===== config.mk =====
export PLATFORM = sky130hd
export DESIGN_NAME = pcm_queue
export DESIGN_NICKNAME = d
export VERILOG_FILES = /design/src/rtl/core/pcm_pkg.sv /design/src/rtl/core/pcm_queue.sv
export SDC_FILE = /design/constraint.sdc
export NUM_CORES = 1
export LEC_CHECK = 0
export BUFFER_PORTS_ARGS = -buffer_cell sky130_fd_sc_hd__buf_2
export CAP_MARGIN = 25
export CORE_ASPECT_RATIO = 0.75
export CORE_MARGIN = 2
export CORE_UTILIZATION = 40
export DETAILED_ROUTE_END_ITERATION = 16
export PLACE_DENSITY_LB_ADDON = 0.25
export SLEW_MARGIN = 40
export SYNTH_ARGS = -nofsm -noshare
export SYNTH_HDL_FRONTEND = slang
export SYNTH_SLANG_ARGS = --single-unit

===== constraint.sdc =====
create_clock -name clk -period 5.5 [get_ports clk]
set_clock_uncertainty 0.2 [all_clocks]
set_input_delay 0.275 -clock clk [delete_from_list [all_inputs] [get_ports clk]]
set_output_delay 0.275 -clock clk [all_outputs]
set_load 0.02 [all_outputs]

===== src/rtl/core/pcm_pkg.sv =====
package pcm_pkg;

    localparam int SAMPLE_DEPTH_DEF = 16384;
    localparam int FRACTION_BITS    = 10;
    localparam int MAX_ADDR_W       = 20;

    localparam int CMD_W    = 2;
    localparam int SADDR_W  = 14;
    localparam int SAMPLE_W = 16;
    localparam int ACC_W    = 32;
    localparam int POS_W    = 32;
    localparam int STEP_W   = 20;
    localparam int COUNT_W  = 15;
    localparam int VOL_W    = 16;
    localparam int PAN_W    = 2;
    localparam int CFG_IDX_W  = 3;
    localparam int CFG_DATA_W = 20;
    localparam int PROD_W   = SAMPLE_W + VOL_W + 1;
    localparam int GAIN_SHIFT = 12;
    localparam int VAL_W    = PROD_W - GAIN_SHIFT;

    localparam logic [CMD_W-1:0] CMD_WRITE = 2'd0;
    localparam logic [CMD_W-1:0] CMD_KEYON = 2'd1;
    localparam logic [CMD_W-1:0] CMD_TICK  = 2'd2;

    localparam logic [CFG_IDX_W-1:0] REG_STEP   = 3'd0;
    localparam logic [CFG_IDX_W-1:0] REG_COUNT  = 3'd1;
    localparam logic [CFG_IDX_W-1:0] REG_VOLUME = 3'd2;
    localparam logic [CFG_IDX_W-1:0] REG_PAN    = 3'd3;
    localparam logic [CFG_IDX_W-1:0] REG_MUTE   = 3'd4;

    localparam logic [STEP_W-1:0]  STEP_RESET   = 20'd1024;
    localparam logic [COUNT_W-1:0] COUNT_RESET  = 15'd0;
    localparam logic [VOL_W-1:0]   VOLUME_RESET = 16'd4096;
    localparam logic [PAN_W-1:0]   PAN_RESET    = 2'd3;

    typedef struct packed {
        logic [STEP_W-1:0]  step;
        logic [COUNT_W-1:0] sample_count;
        logic [VOL_W-1:0]   volume;
        logic [PAN_W-1:0]   pan;
        logic               mute;
    } cfg_t;

    // One classified transaction on its way from the front to the back.
    typedef struct packed {
        logic                       we;
        logic                       rd_ok;
        logic                       playing;
        logic [MAX_ADDR_W-1:0]      addr;
        logic signed [SAMPLE_W-1:0] wdata;
        logic signed [ACC_W-1:0]    left;
        logic signed [ACC_W-1:0]    right;
    } entry_t;

    function automatic logic signed [ACC_W-1:0] sat_add(
        input logic signed [ACC_W-1:0] a,
        input logic signed [VAL_W-1:0] b
    );
        logic signed [ACC_W:0] sum;
        sum = {a[ACC_W-1], a} + {{(ACC_W + 1 - VAL_W){b[VAL_W-1]}}, b};
        if (sum[ACC_W] != sum[ACC_W-1])
        begin
            sat_add = sum[ACC_W] ? {1'b1, {(ACC_W-1){1'b0}}} : {1'b0, {(ACC_W-1){1'b1}}};
        end
        else
        begin
            sat_add = sum[ACC_W-1:0];
        end
    endfunction

endpackage


===== src/rtl/core/pcm_queue.sv =====
module pcm_queue (
    input  logic            clk,
    input  logic            rst_n,
    input  logic            push,
    input  pcm_pkg::entry_t push_entry,
    input  logic            pop,
    output logic            full,
    output logic            q_valid,
    output pcm_pkg::entry_t q_entry
);
    import pcm_pkg::*;

    localparam int DEPTH = 2;
    localparam int PW    = $clog2(DEPTH);
    localparam int CW    = $clog2(DEPTH + 1);

    entry_t         slot_reg [DEPTH];
    logic [PW-1:0]  wr_ptr_reg;
    logic [PW-1:0]  wr_ptr_next;
    logic [PW-1:0]  rd_ptr_reg;
    logic [PW-1:0]  rd_ptr_next;
    logic [CW-1:0]  count_reg;
    logic [CW-1:0]  count_next;

    assign full    = (count_reg == CW'(DEPTH));
    assign q_valid = (count_reg != '0);
    assign q_entry = slot_reg[rd_ptr_reg];

    always_comb
    begin
        wr_ptr_next = push ? wr_ptr_reg + PW'(1) : wr_ptr_reg;
        rd_ptr_next = pop ? rd_ptr_reg + PW'(1) : rd_ptr_reg;
        count_next  = count_reg + CW'(push) - CW'(pop);
    end

    always_ff @(posedge clk)
    begin
        if (push)
        begin
            slot_reg[wr_ptr_reg] <= push_entry;
        end
    end

    always_ff @(posedge clk or negedge rst_n)
    begin
        if (!rst_n)
        begin
            wr_ptr_reg <= '0;
            rd_ptr_reg <= '0;
            count_reg  <= '0;
        end
        else
        begin
            wr_ptr_reg <= wr_ptr_next;
            rd_ptr_reg <= rd_ptr_next;
            count_reg  <= count_next;
        end
    end

endmodule


==> results.toml <==
[pwr]
peakVddDrop_mv = 0.333
p_per_area_nw_per_um2 = 499
combPwrFrac = 0.327
switchingPower_mw = 1.70
p_leak_nw = 4.37
netSwitchingFraction = 0.309
clkPwrFrac = 0.261
intPower_mw = 3.79
seq_power_share = 0.413

[route]
vias = 4268
vias_per_cell = 4.54
routedWlPerCell_microns = 16.4
drcViolationCount = 0
dr.pass1.iters = 4
ant_nets = 0
wl_microns = 15500
first_iter_violations = 205

[cts]
postCtsSetupRepairBufs = 0
htreeDepth = 1
cts.sinks = 210
cts_buffer_depth = 3
path_clk_slew_ns = 0.06
cts_buffers = 22
clockRootBuffer = "clkbuf_16"
cts_tree = "built"
clk_latency_ns = 0.49

[synth]
syn_nets = 445
synth_cell_types = 14
netlist_instances = 336
synth_seq_area_share = 0.797
synth_top_area_cell = "edfxtp_1"
netlist_top_cells_area = "edfxtp_1 (78%), mux2_4 (11%), mux2_2 (6.1%), dfrtp_1 (1.3%), buf_6 (1.0%)"
avgSynthCellArea_sq_um = 23.5
yosysMostFrequentCell = "edfxtp_1"
ys.flop_type = "edfxtp_1"
syn_area_sq_um = 7880
yosysWarnings = 0
synth_edf_count = 206
async_flop_share = 0.0190
yosys-top-cells-count = "edfxtp_1 (206), mux2_4 (60), mux2_2 (43)"
ys_ff_latch = 210
synth.top_cell.area_share = 0.785

[place]
port-buffer-count = 211
placed_cells = 793
dp_slack_ns = 2.97
gp_congestion = 0.751
dpl_cell_area_sq_um = 9190
place_hpwl_microns = 9560

[sta]
finalSetupTns_ns = 0
finalCritPeriodShare = 0.544
maxSlewHeadroom = 0.475
setup_slack_ns = 2.51
setup_viol = 0
worstMarginPinSlew_ns = 0.787
holdWs_ns = 0.306
finalCriticalPeriod_ns = 2.99
rsz0062_at_grt = "false"
slew_violations = 0
fmax_ghz = 0.334
hold_viol_final = 0

[layout]
regArea_sq_um = 6290
final_net_count = 781
multiInputGateArea_sq_um = 1490
instances_no_fill = 941
syn_to_final_growth_pct = 39.4
n_antenna_cell = 0
largest_reg_flops = 206
layout-drive-gt1-share = 0.519
postLayoutCellArea_sq_um = 11000
nFillCells = 1511

[critical_path]
path_buf_inv = 2
crit_chain = "buf_4 -> mux2_2 -> buf_2"
worst_setup_path_start_kind = "flip-flop"
cp_data_arrival_time_ns = 2.52
cp_top_family = "flip-flops"
cpPeakStageDelay_ns = 0.81
crit_type = "reg2out"
cp_max_fo = 40
crit_required_ns = 5.03
crit_path_end_kind = "output port"
crit_slowest_cell = "dfrtp_4"

[grt]
antenna_found_initial = 0
grt_max_degree = 57
grtUsageTotal = 0.142
overflow = 0
grt_pass1_vias = 4514
grt_pass1_wl_microns = 23500

[floorplanning]
rows = 44
die_h_microns = 126
dieArea_sq_um = 20900
initial_core_util = 0.408
ios = 212
core-area_sq_um = 19300
fp.dieW_microns = 166

[run_status]
status = "finished clean"

[run]
cap_violations = 0

[hold_path]
hp-class = "in2reg"
==> what timing repair did <==
item	4_1_cts	5_1_grt
endpoints found under the hold margin	213	0
hold buffers	107	0
gates resized for setup	0	0
==> cell families (layout without fill, tap and decap cells) <==
logic type               Yosys count  in the layout  share of synthesized area
multiplexers                     103            103                      0.176
buffers and inverters             14            366                     0.0154
XOR/XNOR                           3              3                    0.00524
adder cells (fa/ha/maj)            2              2                    0.00317
AND/OR/NAND/NOR                    4              4                    0.00317
flip-flops                       210            210                      0.797
==> through the flow <==
step | total power [mW] | utilization
floorplan | 3.58 | -
global placement | 4.01 | 0.476
detailed placement | 4.04 | 0.476
CTS | 5.54 | 0.568
global route | 5.72 | 0.569
finish | 5.48 | 0.569
==> cell type report <==
type	count	share of cell area
Timing Repair Buffer	324	0.199
Tap cell	253	0.0288
Clock buffer	28	0.0541
Multi-Input combinational cell	112	0.135
Clock inverter	12	0.0104
Sequential cell	210	0.572
Inverter	2	0.000683
==> cells in the final DEF, fill, tap and decap left out <==
| master | netlist | routed |
|---|---|---|
| clkinv_4 | 0 | 1 |
| clkinv_2 | 0 | 6 |
| xor2_1 | 2 | 2 |
| nor2b_1 | 2 | 1 |
| mux2_4 | 60 | 60 |
| clkinv_1 | 0 | 2 |
| buf_12 | 0 | 1 |
| dlygate4sd3_1 | 0 | 107 |
| dfrtp_1 | 4 | 3 |
| edfxtp_1 | 206 | 206 |
| buf_4 | 0 | 5 |
| xor3_1 | 1 | 1 |
| buf_2 | 4 | 211 |
| clkbuf_1 | 0 | 5 |
| mux2_2 | 43 | 43 |
| bufinv_16 | 0 | 2 |
| ha_1 | 2 | 2 |
| clkbuf_16 | 0 | 23 |
| or2_2 | 1 | 1 |
| dfrtp_4 | 0 | 1 |
| inv_1 | 2 | 2 |
| clkinvlp_4 | 0 | 1 |
| and2_4 | 0 | 1 |
| nor2b_4 | 0 | 1 |
==> power by group through the flow <==
stage               Sequential (mW)  Combinational [mW]  Clock, mW
global placement               2.29                1.73          0
floorplan                      2.24                1.34          0
detailed placement             2.30                1.74          0
finish                         2.26                1.79       1.43
global route                   2.30                1.90       1.52
CTS                            2.27                1.81       1.47
==> per-layer routing <==
metal  vias up  GRT usage  share of wire
met5         -          0              0
met1      2073      0.183           0.44
met3        25     0.0459          0.076
met4         0     0.0343          0.020
li1       2008          -              -
met2       162      0.236           0.46
==> final timing paths <==
| kind | cells after the start | slack, ns | start | end |
|---|---|---|---|---|
| hold / removal | 2 | 0.31 | push_entry[98] | slot_reg[1][98] |
| max in group asynchronous | 3 | 4.40 | rst_n | rd_ptr_reg |
| setup / recovery | 3 | 2.51 | rd_ptr_reg | q_entry[17] |
| hold reg to reg | 1 | 0.36 | wr_ptr_reg | wr_ptr_reg |
| min in group asynchronous | 3 | 0.49 | rst_n | count_reg[1] |
| setup reg to reg | 2 | 3.52 | wr_ptr_reg | slot_reg[1][18] |
No activity file was read; power rests on OpenSTA's default activity.
