**src/rtl/core/pcm_pkg.sv**
```systemverilog
package pcm_pkg;

    localparam int SAMPLE_DEPTH_DEF = 16384;
    localparam int FRACTION_BITS    = 10;
    localparam int MAX_ADDR_W       = 20;

    localparam int CMD_W    = 2;
    localparam int SADDR_W  = 14;
    localparam int SAMPLE_W = 16;
    localparam int ACC_W    = 32;
    localparam int POS_W    = 32;
    localparam int STEP_W   = 20;
    localparam int COUNT_W  = 15;
    localparam int VOL_W    = 16;
    localparam int PAN_W    = 2;
    localparam int CFG_IDX_W  = 3;
    localparam int CFG_DATA_W = 20;
    localparam int PROD_W   = SAMPLE_W + VOL_W + 1;
    localparam int GAIN_SHIFT = 12;
    localparam int VAL_W    = PROD_W - GAIN_SHIFT;

    localparam logic [CMD_W-1:0] CMD_WRITE = 2'd0;
    localparam logic [CMD_W-1:0] CMD_KEYON = 2'd1;
    localparam logic [CMD_W-1:0] CMD_TICK  = 2'd2;

    localparam logic [CFG_IDX_W-1:0] REG_STEP   = 3'd0;
    localparam logic [CFG_IDX_W-1:0] REG_COUNT  = 3'd1;
    localparam logic [CFG_IDX_W-1:0] REG_VOLUME = 3'd2;
    localparam logic [CFG_IDX_W-1:0] REG_PAN    = 3'd3;
    localparam logic [CFG_IDX_W-1:0] REG_MUTE   = 3'd4;

    localparam logic [STEP_W-1:0]  STEP_RESET   = 20'd1024;
    localparam logic [COUNT_W-1:0] COUNT_RESET  = 15'd0;
    localparam logic [VOL_W-1:0]   VOLUME_RESET = 16'd4096;
    localparam logic [PAN_W-1:0]   PAN_RESET    = 2'd3;

    typedef struct packed {
        logic [STEP_W-1:0]  step;
        logic [COUNT_W-1:0] sample_count;
        logic [VOL_W-1:0]   volume;
        logic [PAN_W-1:0]   pan;
        logic               mute;
    } cfg_t;

    // One classified transaction on its way from the front to the back.
    typedef struct packed {
        logic                       we;
        logic                       rd_ok;
        logic                       playing;
        logic [MAX_ADDR_W-1:0]      addr;
        logic signed [SAMPLE_W-1:0] wdata;
        logic signed [ACC_W-1:0]    left;
        logic signed [ACC_W-1:0]    right;
    } entry_t;

    function automatic logic signed [ACC_W-1:0] sat_add(
        input logic signed [ACC_W-1:0] a,
        input logic signed [VAL_W-1:0] b
    );
        logic signed [ACC_W:0] sum;
        sum = {a[ACC_W-1], a} + {{(ACC_W + 1 - VAL_W){b[VAL_W-1]}}, b};
        if (sum[ACC_W] != sum[ACC_W-1])
        begin
            sat_add = sum[ACC_W] ? {1'b1, {(ACC_W-1){1'b0}}} : {1'b0, {(ACC_W-1){1'b1}}};
        end
        else
        begin
            sat_add = sum[ACC_W-1:0];
        end
    endfunction

endpackage

```
**src/rtl/core/pcm_front.sv**
```systemverilog
module pcm_front #(
    parameter int SAMPLE_DEPTH = pcm_pkg::SAMPLE_DEPTH_DEF
) (
    input  logic                                 clk,
    input  logic                                 rst_n,
    input  pcm_pkg::cfg_t                        cfg,
    input  logic                                 in_valid,
    input  logic                                 q_full,
    input  logic [pcm_pkg::CMD_W-1:0]            command,
    input  logic [pcm_pkg::SADDR_W-1:0]          sample_addr,
    input  logic signed [pcm_pkg::SAMPLE_W-1:0]  sample_value,
    input  logic signed [pcm_pkg::ACC_W-1:0]     left_in,
    input  logic signed [pcm_pkg::ACC_W-1:0]     right_in,
    output logic                                 push,
    output pcm_pkg::entry_t                      entry
);
    import pcm_pkg::*;

    logic [POS_W-1:0] position_reg;
    logic [POS_W-1:0] position_next;
    logic [POS_W-1:0] end_pos;
    logic [POS_W-1:0] idx_ext;
    logic [POS_W-1:0] waddr_ext;
    logic             play;

    assign push      = in_valid && !q_full;
    assign end_pos   = POS_W'(cfg.sample_count) << FRACTION_BITS;
    assign idx_ext   = position_reg >> FRACTION_BITS;
    assign waddr_ext = POS_W'(sample_addr);
    assign play      = (command == CMD_TICK) && (position_reg < end_pos);

    always_comb
    begin
        entry.we      = (command == CMD_WRITE) && (waddr_ext < POS_W'(SAMPLE_DEPTH));
        entry.rd_ok   = play && (idx_ext < POS_W'(SAMPLE_DEPTH));
        entry.playing = play;
        entry.addr    = (command == CMD_WRITE) ? waddr_ext[MAX_ADDR_W-1:0]
                                               : idx_ext[MAX_ADDR_W-1:0];
        entry.wdata   = sample_value;
        entry.left    = left_in;
        entry.right   = right_in;
    end

    always_comb
    begin
        position_next = position_reg;
        if (push)
        begin
            if (command == CMD_KEYON)
            begin
                position_next = '0;
            end
            else if (play)
            begin
                position_next = position_reg + POS_W'(cfg.step);
            end
        end
    end

    always_ff @(posedge clk or negedge rst_n)
    begin
        if (!rst_n)
        begin
            position_reg <= '1;
        end
        else
        begin
            position_reg <= position_next;
        end
    end

endmodule

```
**config.mk**
```make
export PLATFORM = sky130hd
export DESIGN_NAME = pcm_front
export DESIGN_NICKNAME = d
export VERILOG_FILES = /design/src/rtl/core/pcm_pkg.sv /design/src/rtl/core/pcm_front.sv
export SDC_FILE = /design/constraint.sdc
export NUM_CORES = 1
export LEC_CHECK = 0
export ABC_AREA = 1
export BUFFER_PORTS_ARGS = -buffer_cell sky130_fd_sc_hd__buf_2
export CAP_MARGIN = 30
export CORE_ASPECT_RATIO = 1.2
export CORE_MARGIN = 3
export CORE_UTILIZATION = 30
export DETAILED_ROUTE_END_ITERATION = 6
export PLACE_DENSITY = 0.62
export SETUP_SLACK_MARGIN = 0.5
export SLEW_MARGIN = 30
export SYNTH_ARGS = -nofsm -noshare
export SYNTH_HDL_FRONTEND = slang
export SYNTH_SLANG_ARGS = --single-unit
export TNS_END_PERCENT = 10
```
**constraint.sdc**
```tcl
create_clock -name clk -period 3.65 [get_ports clk]
set_input_delay 0.1825 -clock clk [delete_from_list [all_inputs] [get_ports clk]]
set_output_delay 0.1825 -clock clk [all_outputs]
set_load 0.005 [all_outputs]
```
==> flow_summary.ini <==
[outcome]
status = finished clean

[finish]
drive_above_1_share_pct = 22.08
largest_reg_flops = 32
nets = 881
layout.cells.non_filler = 864
fillers = 1578
multi_input_area_um2 = 2359
seqCellArea_um2 = 840.8
diodes = 0
areaGrowthSynthToFinish_pct = 2.211

[drt]
drt_first_pass_iters = 4
first_iter_violations = 85
wire_per_inst_um = 12.71
ant_nets = 0
drcViolationCount = 0
vias = 3757
wirelength_mm = 10.98
viasPerCell = 4.348

[worst_hold_path]
worstHoldStart = cfg[34]
holdPathStages = 4
holdPathEnd = position_reg[0]
hp-class = primary input to flip-flop

[critical_path]
crit_chain = ha_1 -> nand2_1 -> nor2_1 -> nand2_1 -> nor2_1 -> nand2_1 -> nand3_2 -> nand2_2 -> nand2_2 -> inv_1 -> nor2_1
critPathMaxStageDelay_ns = 0.57
r2r-start = position_reg[23]
path_delay_family = simple AND/OR/NAND/NOR gates
worstRegToRegCells = 11
cp_num_buf_inv = 1
cp_slowest_cell = dfstp_2
r2r_slack_ns = 1.22
worstSetupStartpointType = flip-flop
critPathRequiredTime_ns = 3.86
cp.arrival_ns = 2.64
crit-reg2reg-capture = position_reg[29]
crit_type = flip-flop to flip-flop
crit_path_end_kind = flip-flop
cp_max_fo = 29

[power]
ir_worst_vdd_mv = 0.1709
p_leak_nw = 2.615
power.density_nw_per_um2 = 513.9

[yosys]
synthArstFlopShare_pct = 100.0
postSynthCellCount = 693
synth_area_per_cell_um2 = 6.205
ys_types = 31
syn_nets = 882
synth_warnings = 0
synth-edff-count = 0
synth_top_area_cell = nand2_1
yosysMostFrequentCell = nand2_1
ys_seq_elements = 32
synth_top_area_share_pct = 22.17
synth_common_cells = 254 x nand2_1, 110 x inv_1, 81 x buf_4
syn_area_um2 = 4300
synth.area.top_cells = nand2_1 22%, dfstp_2 20%, buf_4 14%, ha_1 9.9%, inv_1 9.6%
seq_area_frac_synth_pct = 19.55
synth_flop_cell = dfstp_2

[floorplanning]
die_w_um = 115.3
coreArea_um2 = 13940
dieArea_um2 = 15810
chipHeight_um = 137.2
initial_core_util_pct = 30.86
rows = 47
ios = 258

[timing]
fin_skew_ns = 0.002695
slew_headroom_pct = 51.74
report.final.slew_viol_count = 0
worst_pin_slew_ns = 0.7240
max_freq_mhz = 412.0
hold_viol_final = 0
fin_crit_ns = 2.427
rsz0062_at_grt = no
period_share_pct = 66.49
setup_viol = 0
setup_tns_ns = 0

[run]
cap_viol_max_count = 0

[placed_design]
dp.cells = 856
place.gp.congestion = 0.8848
hpwlAfterDp_mm = 9.194
port_buffers = 78

[clocking]
clkLatencyLatePin_ns = 0.28
cts_resized = 0
post_cts_buffers = 0
cts_hold_buf = 0
clock_path_buffers = 2
cts_tree = yes
ctsHtreeMaxLevel = 2
numCtsBuffers = 5
cts_sinks = 32
clockRootBuffer = clkbuf_16
path_clk_slew_ns = 0.05

[global_route]
grt_pass1_wl_mm = 17.67
gr-total-overflow = 0
antenna_found_initial = 0
grt_pass1_vias = 3742
grt_max_degree = 33
grt_usage_pct = 14.32
[routing by layer]
| layer | track usage, % | part of all wire [%] | routed length, um |
|---|---|---|---|
| met4 | 9.980 | 6.7 | 735 |
| met5 | 0 | 0 | 0 |
| met3 | 2.256 | 4.5 | 495 |
| met1 | 15.40 | 41 | 4470 |
| met2 | 25.32 | 48 | 5282 |
[worst reg2reg max path: stages, from the launching register on]
cell and delay, ns:
dfstp_2 0.57, ha_1 0.15, nand2_1 0.08, nor2_1 0.21
nand2_1 0.11, nor2_1 0.11, nand2_1 0.07, nand3_2 0.11
nand2_2 0.06, nand2_2 0.49, inv_1 0.25, nor2_1 0.16
[power breakdown]
part           switching, mW  internal, mW
sequential            0.0903         0.509
combinational          0.754         0.481
clock                  0.156         0.269
total                   1.00          1.26
[stage by stage]
stage	setup WS (ns)	area, um2	hold slack, ns	power, mW	util [%]
after floorplan	1.744	4300	0.03466	1.586	-
after global placement	1.243	4247	0.3650	1.846	30.47
after detailed placement	1.201	4247	0.3650	1.852	30.47
after CTS	1.184	4395	0.2446	2.298	31.54
after global routing	0.9486	4395	0.2952	2.522	31.54
final	1.223	4395	0.2444	2.259	31.54
[kinds of logic (layout without fill, tap and decap cells)]
group / count (synthesis) / after routing / share of synthesized area, %
and+or+nand+nor: 376 / 376 / 36.43
buffers and inverters: 202 / 202 / 25.66
adders and majority gates: 35 / 35 / 10.36
DFF: 32 / 32 / 19.55
AOI/OAI and AO/OA: 27 / 27 / 3.200
xor gates and xnor gates: 12 / 12 / 2.444
muxes: 9 / 9 / 2.357
[placed cells by master, fill, tap and decap left out, types with 2 or more instances in the layout]
master     Yosys  final
nand3b_1       4      4
xnor2_1        2      2
ha_1          34     34
dfstp_2       32     32
nor3_1         3      3
clkinv_2       0      2
nor2_1        57     56
and2_1         4      4
buf_2          2     78
nand3_1       25     25
nor2_2         1      2
or2_2          2      2
nand4_1        9      9
o21ai_0        9      9
inv_1        110    110
nand2_2       12     12
clkbuf_16      0      5
nand2_1      254    254
mux2_2         9      9
xor2_1        10     10
buf_4         81      2
a21oi_1       17     17
inv_2          4      4
[how the worst max path moves through the flow]
| stage | start | end | cells after the start |
|---|---|---|---|
| after detailed placement | position_reg[23] | position_reg[29] | 11 |
| after CTS | position_reg[23] | position_reg[29] | 11 |
| after global placement | position_reg[23] | position_reg[28] | 11 |
| final | position_reg[23] | position_reg[29] | 11 |
| after global routing | position_reg[23] | position_reg[29] | 11 |
| after floorplan | position_reg[0] | position_reg[16] | 12 |
[cell type report]
type,count,share of cell area [%]
Sequential cell,32,19.13
Clock inverter,2,0.2277
Timing Repair Buffer,80,9.223
Inverter,114,9.735
Clock buffer,6,3.160
Multi-Input combinational cell,459,53.66
Tap cell,171,4.868
No activity file was read; power rests on OpenSTA's default activity.
